**src/rtl/sskpos_pkg.sv**
```systemverilog
// Package for the steady-state Kalman position and speed tracker.
// Holds widths, register indexes, microcode types, the microcode ROM and arithmetic helpers.
// No dependencies; every other file of the block imports it.
package sskpos_pkg;

	// Data and register widths
	localparam int DATA_W     = 32;
	localparam int RES_W      = DATA_W + 1;
	localparam int INTERVAL_W = 24;
	localparam int GAIN_W     = 17;
	localparam int COEF_W     = INTERVAL_W + 1;
	localparam int PROD_W     = RES_W + COEF_W;
	localparam int FRAC_W     = 16;
	localparam int CFG_IDX_W  = 2;
	localparam int CFG_DATA_W = INTERVAL_W;
	localparam int STEP_W     = 4;

	// Register indexes of the configuration port
	localparam logic [CFG_IDX_W-1:0] REG_SAMPLE_INTERVAL = 2'd0;
	localparam logic [CFG_IDX_W-1:0] REG_GAIN_POSITION   = 2'd1;
	localparam logic [CFG_IDX_W-1:0] REG_GAIN_SPEED      = 2'd2;

	// Register reset values
	localparam logic [INTERVAL_W-1:0] SAMPLE_INTERVAL_RST = 24'd655;
	localparam logic [GAIN_W-1:0]     GAIN_POSITION_RST   = 17'd10262;
	localparam logic [GAIN_W-1:0]     GAIN_SPEED_RST      = 17'd6019;

	// Speed output scale
	localparam logic signed [COEF_W-1:0] SPEED_SCALE = 25'sd1000;

	typedef logic [STEP_W-1:0] step_t;

	// Multiplier operand selection
	typedef enum logic [2:0] {
		MUL_NONE,
		MUL_SPD_DT,
		MUL_RES_GPOS,
		MUL_RES_GSPD,
		MUL_SPD_SCALE
	} mul_sel_t;

	// Adder and register write selection
	typedef enum logic [2:0] {
		ALU_NONE,
		ALU_PRED,
		ALU_RESID,
		ALU_POS,
		ALU_SPD,
		ALU_OUT
	} alu_op_t;

	// Jump conditions
	typedef enum logic [1:0] {
		COND_NEVER,
		COND_NO_INPUT,
		COND_OUT_FULL
	} cond_t;

	// One control word of the program
	typedef struct packed {
		logic     accept;
		mul_sel_t mul_sel;
		alu_op_t  alu_op;
		cond_t    cond;
		step_t    target;
		logic     last;
	} ucode_t;

	localparam step_t STEP_IDLE = 4'd0;
	localparam step_t STEP_OUT  = 4'd8;
	localparam step_t STEP_LAST = STEP_OUT;

	// Microcode ROM: wait for a sample, predict, take the residual, correct, scale and load the output.
	function automatic ucode_t ucode_rom(input step_t s);
		ucode_t w;
		w = '{accept: 1'b0, mul_sel: MUL_NONE, alu_op: ALU_NONE, cond: COND_NEVER,
			target: STEP_IDLE, last: 1'b0};
		unique case (s)
			4'd0: begin
				w.accept = 1'b1;
				w.cond   = COND_NO_INPUT;
				w.target = STEP_IDLE;
			end
			4'd1: w.mul_sel = MUL_SPD_DT;
			4'd2: w.alu_op  = ALU_PRED;
			4'd3: w.alu_op  = ALU_RESID;
			4'd4: w.mul_sel = MUL_RES_GPOS;
			4'd5: begin
				w.alu_op  = ALU_POS;
				w.mul_sel = MUL_RES_GSPD;
			end
			4'd6: w.alu_op  = ALU_SPD;
			4'd7: w.mul_sel = MUL_SPD_SCALE;
			4'd8: begin
				w.alu_op = ALU_OUT;
				w.cond   = COND_OUT_FULL;
				w.target = STEP_OUT;
				w.last   = 1'b1;
			end
			default: w.last = 1'b1;
		endcase
		return w;
	endfunction

	// Saturate a product-wide value to signed 32 bits.
	function automatic logic signed [DATA_W-1:0] sat32(input logic signed [PROD_W-1:0] v);
		logic [PROD_W-DATA_W:0] top;
		top = v[PROD_W-1:DATA_W-1];
		if (top == '0 || top == '1)
			return v[DATA_W-1:0];
		else if (v[PROD_W-1])
			return {1'b1, {(DATA_W-1){1'b0}}};
		else
			return {1'b0, {(DATA_W-1){1'b1}}};
	endfunction

	// Round a product to nearest, ties toward plus infinity, dropping the fraction bits.
	function automatic logic signed [PROD_W-1:0] round_q(input logic signed [PROD_W-1:0] p);
		logic signed [PROD_W-1:0] q;
		q = p + $signed({{(PROD_W-FRAC_W){1'b0}}, 1'b1, {(FRAC_W-1){1'b0}}});
		return q >>> FRAC_W;
	endfunction

endpackage

```
**src/rtl/sskpos_seq.sv**
```systemverilog
// Microcode sequencer of the position and speed tracker.
// Steps through the control program held in sskpos_pkg and drives the datapath control word.
// Depends on sskpos_pkg.
module sskpos_seq (
	input  logic              clk,
	input  logic              arst_n,
	input  logic              in_valid,
	input  logic              out_full,
	output sskpos_pkg::ucode_t ctrl
);
	import sskpos_pkg::*;

	step_t step_q;
	step_t step_nxt;
	logic  jump;

	// Current control word
	assign ctrl = ucode_rom(step_q);

	// Jump decision and next step
	always_comb begin
		unique case (ctrl.cond)
			COND_NO_INPUT: jump = ~in_valid;
			COND_OUT_FULL: jump = out_full;
			default:       jump = 1'b0;
		endcase
		priority if (jump)
			step_nxt = ctrl.target;
		else if (ctrl.last)
			step_nxt = STEP_IDLE;
		else
			step_nxt = step_q + step_t'(1);
	end

	// Step counter
	always_ff @(posedge clk or negedge arst_n) begin
		if (!arst_n)
			step_q <= STEP_IDLE;
		else
			step_q <= step_nxt;
	end

`ifndef SYNTHESIS
	a_step_range: assert property (@(posedge clk) disable iff (!arst_n)
		step_q <= STEP_LAST) else $error("step counter left the program");
	a_accept_starts: assert property (@(posedge clk) disable iff (!arst_n)
		(ctrl.accept && in_valid) |=> (step_q == STEP_IDLE + step_t'(1)))
		else $error("accepted sample did not start the program");
	a_out_wraps: assert property (@(posedge clk) disable iff (!arst_n)
		(step_q == STEP_OUT && !out_full) |=> (step_q == STEP_IDLE))
		else $error("result load did not return to idle");
	a_out_holds: assert property (@(posedge clk) disable iff (!arst_n)
		(step_q == STEP_OUT && out_full) |=> (step_q == STEP_OUT))
		else $error("result step left while output was full");
`endif

endmodule

```
**config.mk**
```make
export PLATFORM = sky130hd
export DESIGN_NAME = sskpos_seq
export DESIGN_NICKNAME = d
export VERILOG_FILES = /design/src/rtl/sskpos_pkg.sv /design/src/rtl/sskpos_seq.sv
export SDC_FILE = /design/constraint.sdc
export NUM_CORES = 1
export LEC_CHECK = 0
export BUFFER_PORTS_ARGS = -buffer_cell sky130_fd_sc_hd__buf_2
export CAP_MARGIN = 30
export CORE_AREA = 8 8 45 47
export CTS_CLUSTER_DIAMETER = 40
export CTS_CLUSTER_SIZE = 8
export DETAILED_ROUTE_END_ITERATION = 8
export DIE_AREA = 0 0 53 55
export GPL_TIMING_DRIVEN = 0
export PLACE_DENSITY = 0.61
export SLEW_MARGIN = 20
export SYNTH_ARGS = -nofsm -noshare
export SYNTH_HDL_FRONTEND = slang
export SYNTH_SLANG_ARGS = --single-unit
export TNS_END_PERCENT = 5
```
**constraint.sdc**
```tcl
create_clock -name clk -period 1.41 [get_ports clk]
set_clock_uncertainty 0.2 [all_clocks]
set_input_delay 0.141 -clock clk [delete_from_list [all_inputs] [get_ports clk]]
set_output_delay 0.141 -clock clk [all_outputs]
set_load 0.01 [all_outputs]
```
==> flow_summary_export.csv, run 1 <==
group,metric,value,unit
drt,drcViolationCount,0,
worst_setup_path,crit_slowest_cell,"dfrtp_1",
run_status,status,"finished, violations left",
worst_setup_path,cp_max_fo,3,
placement,dp_cells,74,
layout,final_cell_mix,"buf_2, buf_4, buf_6",
hold_path,min_path_type,"in2reg",
worst_setup_path,ff2ff_setup_slack,-0.33,ns
layout,final_layout_size_suffix_gt1_frac,0.632,
run_status,violations,"negative setup slack",
sta,clock.fmax,0.546,GHz
floorplanning,io_pins,18,
layout,reg_top3,"step_q: 4 flops",
clock_tree,htree_levels,1,
worst_setup_path,crit_top_cell,"buf_6",
drt,vias,370,
synthesis,syn-instance-count,42,
placement,hpwl,734,um
sta,setup_viol,15,
sta,setup_ws,-0.421,ns
layout,largest-register,"step_q",
power_and_ir_drop,p_sw_frac,0.424,
synthesis,avgSynthCellArea,8.91,um2
worst_setup_path,worstSetupStartpointType,"register",
global_routing,overflow,0,
synthesis,netlist_area,374,um2
power_and_ir_drop,intPower,805,uW
clock_tree,cts-buffers-inserted,3,
clock_tree,cts.path.max_buffers,2,
worst_setup_path,critical_path.cell_chain,"buf_6 > ha_4 > nor4_4 > or2_4 > buf_6",
global_routing,grt_pass1_vias,387,
worst_setup_path,critPathArrivalTime,1.49,ns
floorplanning,dieHeight,55,um
clock_tree,clk_pin_slew,0.04,ns
layout,final_core_util,0.470,
synthesis,ys_ff_latch,4,
drt,drt_iter0_drc,6,
drt,drt-wirelength-per-cell,12.7,um
sta,drv_slew,0,
drt,vias_per_cell,4.40,
worst_setup_path,crit_type,"reg2out",
layout,area_delta_synth_final,73.9,%
worst_setup_path,cp.required,1.07,ns
worst_setup_path,cp_num_buf_inv,2,
placement,dp_slack,-0.287,ns
worst_setup_path,slowest_delay,0.40,ns
power_and_ir_drop,power_density,2150,mW/mm2
power_and_ir_drop,power.leakage,0.316,nW
power_and_ir_drop,clkPwrFrac,0.099,
clock_tree,cts_tree,"yes",
sta,rsz0062_at_grt,"yes",
clock_tree,clkLatencyLatePin,0.23,ns
layout,num_antenna_cells,0,
placement,place.gp.congestion,0.727,
floorplanning,row_count,14,
placement,port_buffers,14,
global_routing,grt_max_degree,9,
floorplanning,fp.dieArea,0.00292,mm2
global_routing,track_usage,0.0816,
worst_setup_path,crit_path_end_kind,"output pin",
power_and_ir_drop,power,1.40,mW
global_routing,grt_antenna_before_repair,0,
layout,instances_no_fill,84,
global_routing,grt_pass1_wl,1740,um
clock_tree,cts.sinks,4,
layout,mostFrequentLayoutCell,"buf_2",
power_and_ir_drop,vdd_ir_drop_max,1.08,mV
synthesis,yosysTopAreaCellShare,0.268,
sta,finalCritPeriodShare,1.30,
sta,min_period,1.83,ns
floorplanning,start_util,0.270,
layout,largest_reg_flops,4,
drt,ant_nets,0,
synthesis,synth_cell_type_count,25,
sta,hold_violations,0,
synthesis,ys_warn_count,0,
floorplanning,die_width,53,um
synthesis,synth_area_leader_cell,"dfrtp_1",
clock_tree,cts_root_buf,"clkbuf_4",
power_and_ir_drop,switching_power,592,uW
power_and_ir_drop,seq_power_share,0.159,
flow_run,drv_cap,0,
drt,drt-total-wl,1070,um
synthesis,synth_area_leaders,"dfrtp_1, ha_1, buf_4, mux2i_1, nor2_1",
floorplanning,core-area,0.00138,mm2
worst_setup_path,crit_family,"simple AND/OR/NAND/NOR gates",
power_and_ir_drop,combPwrFrac,0.741,
drt,dr.pass1.iters,3,
synthesis,seq_area_frac_synth,0.268,
layout,fin_nets,78,
tightest hold or removal path, stage by stage:
cell and delay, ns:
buf_2 0.09, nor2_1 0.07, nor3_2 0.10
synthesized netlist by cell type:
master / instances
buf_2: 1
o21a_1: 1
or2_4: 1
nand2b_1: 2
and2_1: 1
a21o_1: 1
buf_4: 4
nand2_1: 1
inv_1: 3
ha_1: 4
conb_1: 1
a21oi_1: 1
nor2b_2: 1
nand3_1: 1
dfrtp_1: 4
or2b_1: 1
nor3b_2: 1
mux2i_1: 2
nor2b_1: 1
nor3_2: 1
o21ai_0: 1
nor2_1: 5
o2bb2ai_1: 1
nor4_2: 1
nand3b_1: 1
final cells by class:
cell class	instances	area [um2]
inverter	3	13.8
fill	144	733
tap	16	20.0
sequential	4	101
multi-input combinational	32	310
clock buffer	3	22.5
buffer	5	35.0
timing repair buffer	21	148
routing by layer:
metal | global-route usage | share of wire | vias up
li1 | - | - | 183
met1 | 0.0719 | 0.35 | 173
met2 | 0.152 | 0.55 | 12
met3 | 0.0241 | 0.084 | 2
met4 | 0.0647 | 0.022 | 0
met5 | 0 | 0 | -
power groups by stage:
stage | sequential, mW | clock (mW) | combinational, mW
floorplan | 0.194 | 0 | 0.466
global placement | 0.204 | 0 | 0.646
detailed placement | 0.206 | 0 | 0.657
CTS | 0.211 | 0.147 | 0.861
global route | 0.230 | 0.147 | 1.14
finish | 0.222 | 0.139 | 1.04
worst paths after layout:
path,start,depth (start not counted),to
setup / recovery,step_q[1],5,ctrl[0]
hold / removal,in_valid,3,step_q[0]
setup reg to reg,step_q[0],7,step_q[1]
hold reg to reg,step_q[0],2,step_q[0]
max in group asynchronous,arst_n,2,step_q[0]
min in group asynchronous,arst_n,2,step_q[1]
kinds of logic after synthesis:
group                    after synthesis  synth area share
flip-flops                             4             0.268
other                                  1            0.0100
AO/OA/AOI/OAI                          5            0.0903
adder cells (fa/ha/maj)                4             0.134
AND/OR/NAND/NOR                       18             0.321
buffers and inverters                  8             0.124
multiplexers                           2            0.0535
through the flow:
step | setup TNS, ns | area, um2 | hold slack [ns]
after floorplan | -0.378 | 397 | -0.355
after global placement | -1.41 | 487 | -0.254
after detailed placement | -1.80 | 487 | -0.252
after CTS | -3.68 | 597 | 0.0131
after global routing | -4.64 | 651 | 0.0484
final | -3.73 | 651 | 0.0107
repair_timing:
| item | 4_1_cts | 5_1_grt |
|---|---|---|
| endpoints found under the setup margin | 15 | 15 |
| hold buffers | 2 | 0 |
| hold endpoints to repair | 5 | 0 |
| buffers inserted | 3 | 2 |
| pin swaps | 1 | 2 |
| resized for setup | 8 | 10 |
Power figures use the tool's default switching activity.
==> run 2: changes to the inputs <==
CORE_AREA = 4 4 41 43   (was 8 8 45 47)
DIE_AREA = 0 0 45 47   (was 0 0 53 55)
==> run 2 against run 1 <==
Against the previous run:
- the flow still finishes with violations (negative setup slack)
- sequential power rose by 9%
- setup slack improved by 0.021 ns
- sequential share of layout area rose by 0.82 points
- first-iteration DRC count is 83% lower
- power is 8.7% lower
- largest cell class unchanged
==> flow_summary_export.csv, run 2 (synthesis results as in run 1) <==
group,metric,value,unit
run_status,status,"finished, violations left",
run_status,violations,"negative setup slack",
layout,area_delta_synth_final,67.2,%
layout,fin_nets,76,
floorplanning,row_count,13,
hold_path,min_path_type,"in2reg",
sta,setup_viol,14,
power_and_ir_drop,clkPwrFrac,0.111,
worst_setup_path,worstSetupStartpointType,"register",
placement,hpwl,639,um
placement,dp_slack,-0.266,ns
sta,finalSetupTns,-3.51,ns
global_routing,track_usage,0.0936,
floorplanning,die_width,45,um
placement,place.gp.congestion,0.690,
clock_tree,clkLatencyLatePin,0.23,ns
global_routing,overflow,0,
flow_run,drv_cap,0,
power_and_ir_drop,combPwrFrac,0.700,
worst_setup_path,cp.required,1.07,ns
power_and_ir_drop,seq_power_share,0.189,
layout,largest_reg_flops,4,
placement,dpl-instance-area,485,um2
sta,finalCritPeriodShare,1.28,
layout,final_cell_mix,"buf_2, buf_4, nor2_1, ha_4",
sta,min_period,1.81,ns
sta,hold_violations,0,
floorplanning,core-area,0.00130,mm2
global_routing,grt_max_degree,9,
sta,drv_slew,0,
clock_tree,cts.sinks,4,
clock_tree,cts.path.max_buffers,2,
global_routing,grt_antenna_before_repair,0,
worst_setup_path,crit_type,"reg2out",
power_and_ir_drop,power,1.28,mW
worst_setup_path,crit_family,"simple AND/OR/NAND/NOR gates",
worst_setup_path,critical_path.cell_chain,"inv_4 > ha_4 > nor4_4 > or2_4 > buf_6",
sta,rsz0062_at_grt,"yes",
worst_setup_path,cp_num_buf_inv,2,
power_and_ir_drop,power.leakage,0.303,nW
drt,drt-wirelength-per-cell,11.2,um
drt,vias_per_cell,4.21,
layout,fin_area,626,um2
floorplanning,start_util,0.288,
worst_setup_path,critPathArrivalTime,1.47,ns
global_routing,grt_pass1_vias,328,
power_and_ir_drop,power_density,2040,mW/mm2
sta,clock.fmax,0.553,GHz
drt,drt_iter0_drc,1,
clock_tree,cts_root_buf,"clkbuf_4",
layout,num_antenna_cells,0,
clock_tree,clk_pin_slew,0.04,ns
worst_setup_path,slowest_delay,0.44,ns
drt,drcViolationCount,0,
drt,ant_nets,0,
power_and_ir_drop,vdd_ir_drop_max,0.864,mV
floorplanning,io_pins,18,
clock_tree,htree_levels,1,
power_and_ir_drop,intPower,730,uW
drt,vias,341,
worst_setup_path,crit_slowest_cell,"dfrtp_2",
drt,dr.pass1.iters,2,
power_and_ir_drop,p_sw_frac,0.428,
layout,mostFrequentLayoutCell,"buf_2",
worst_setup_path,crit_path_end_kind,"output pin",
floorplanning,fp.dieArea,0.00212,mm2
drt,drt-total-wl,911,um
layout,reg_top3,"step_q: 4 flops",
layout,largest-register,"step_q",
sta,setup_ws,-0.400,ns
clock_tree,cts-buffers-inserted,3,
power_and_ir_drop,switching_power,545,uW
layout,final_layout_size_suffix_gt1_frac,0.606,
global_routing,grt_pass1_wl,1400,um
worst_setup_path,cp_max_fo,4,
clock_tree,cts_tree,"yes",
floorplanning,dieHeight,47,um
placement,port_buffers,14,
run 2: power groups by stage:
stage	clock network, mW	registers, mW	logic, mW
2_1_floorplan	0	0.194	0.466
3_3_place_gp	0	0.204	0.641
3_5_place_dp	0	0.207	0.638
4_1_cts	0.151	0.218	0.819
5_1_grt	0.152	0.247	0.984
6_report	0.142	0.241	0.893
run 2: metal layers:
metal | wire length [um] | global-route usage | vias to the layer above
met5 | 0 | 0 | -
met4 | 0 | 0.0702 | 0
met3 | 71 | 0.0153 | 0
met2 | 499 | 0.158 | 11
met1 | 341 | 0.106 | 152
li1 | - | - | 178
run 2: repair_timing:
action	CTS	global route
buffers inserted	2	1
pin swaps	1	3
hold buffers	2	0
endpoints found under the hold margin	5	0
endpoints found under the setup margin	15	15
gates resized for setup	9	5
run 2: path summary, 6_finish.rpt:
path	start	to	slack, ns	cells after the start
worst max register to register	step_q[0]	step_q[0]	-0.24	6
worst min register to register	step_q[0]	step_q[0]	0.45	2
worst min-delay path	in_valid	step_q[0]	0.02	3
worst max-delay path	step_q[1]	ctrl[0]	-0.40	5
max in group asynchronous	arst_n	step_q[0]	0.83	2
min in group asynchronous	arst_n	step_q[3]	0.04	2
run 2: stage by stage:
stage,instances,utilization,hold slack (ns)
6_report,81,0.481,0.0187
4_1_cts,80,0.452,0.00979
2_1_floorplan,44,-,-0.355
5_1_grt,81,0.481,0.0356
3_5_place_dp,73,0.373,-0.248
3_3_place_gp,73,0.373,-0.250
run 2: layout make-up:
class | instances | area, um2
Buffer | 5 | 35.0
Clock buffer | 3 | 22.5
Fill cell | 133 | 676
Sequential cell | 4 | 103
Multi-Input combinational cell | 32 | 314
Timing Repair Buffer | 19 | 119
Tap cell | 15 | 18.8
Inverter | 3 | 13.8
run 2: worst register-to-register path, stage by stage (launching register included):
cell     delay [ns]
dfrtp_2        0.46
inv_2          0.13
ha_4           0.19
nor4_4         0.05
or2_4          0.25
buf_4          0.15
nor3_2         0.14
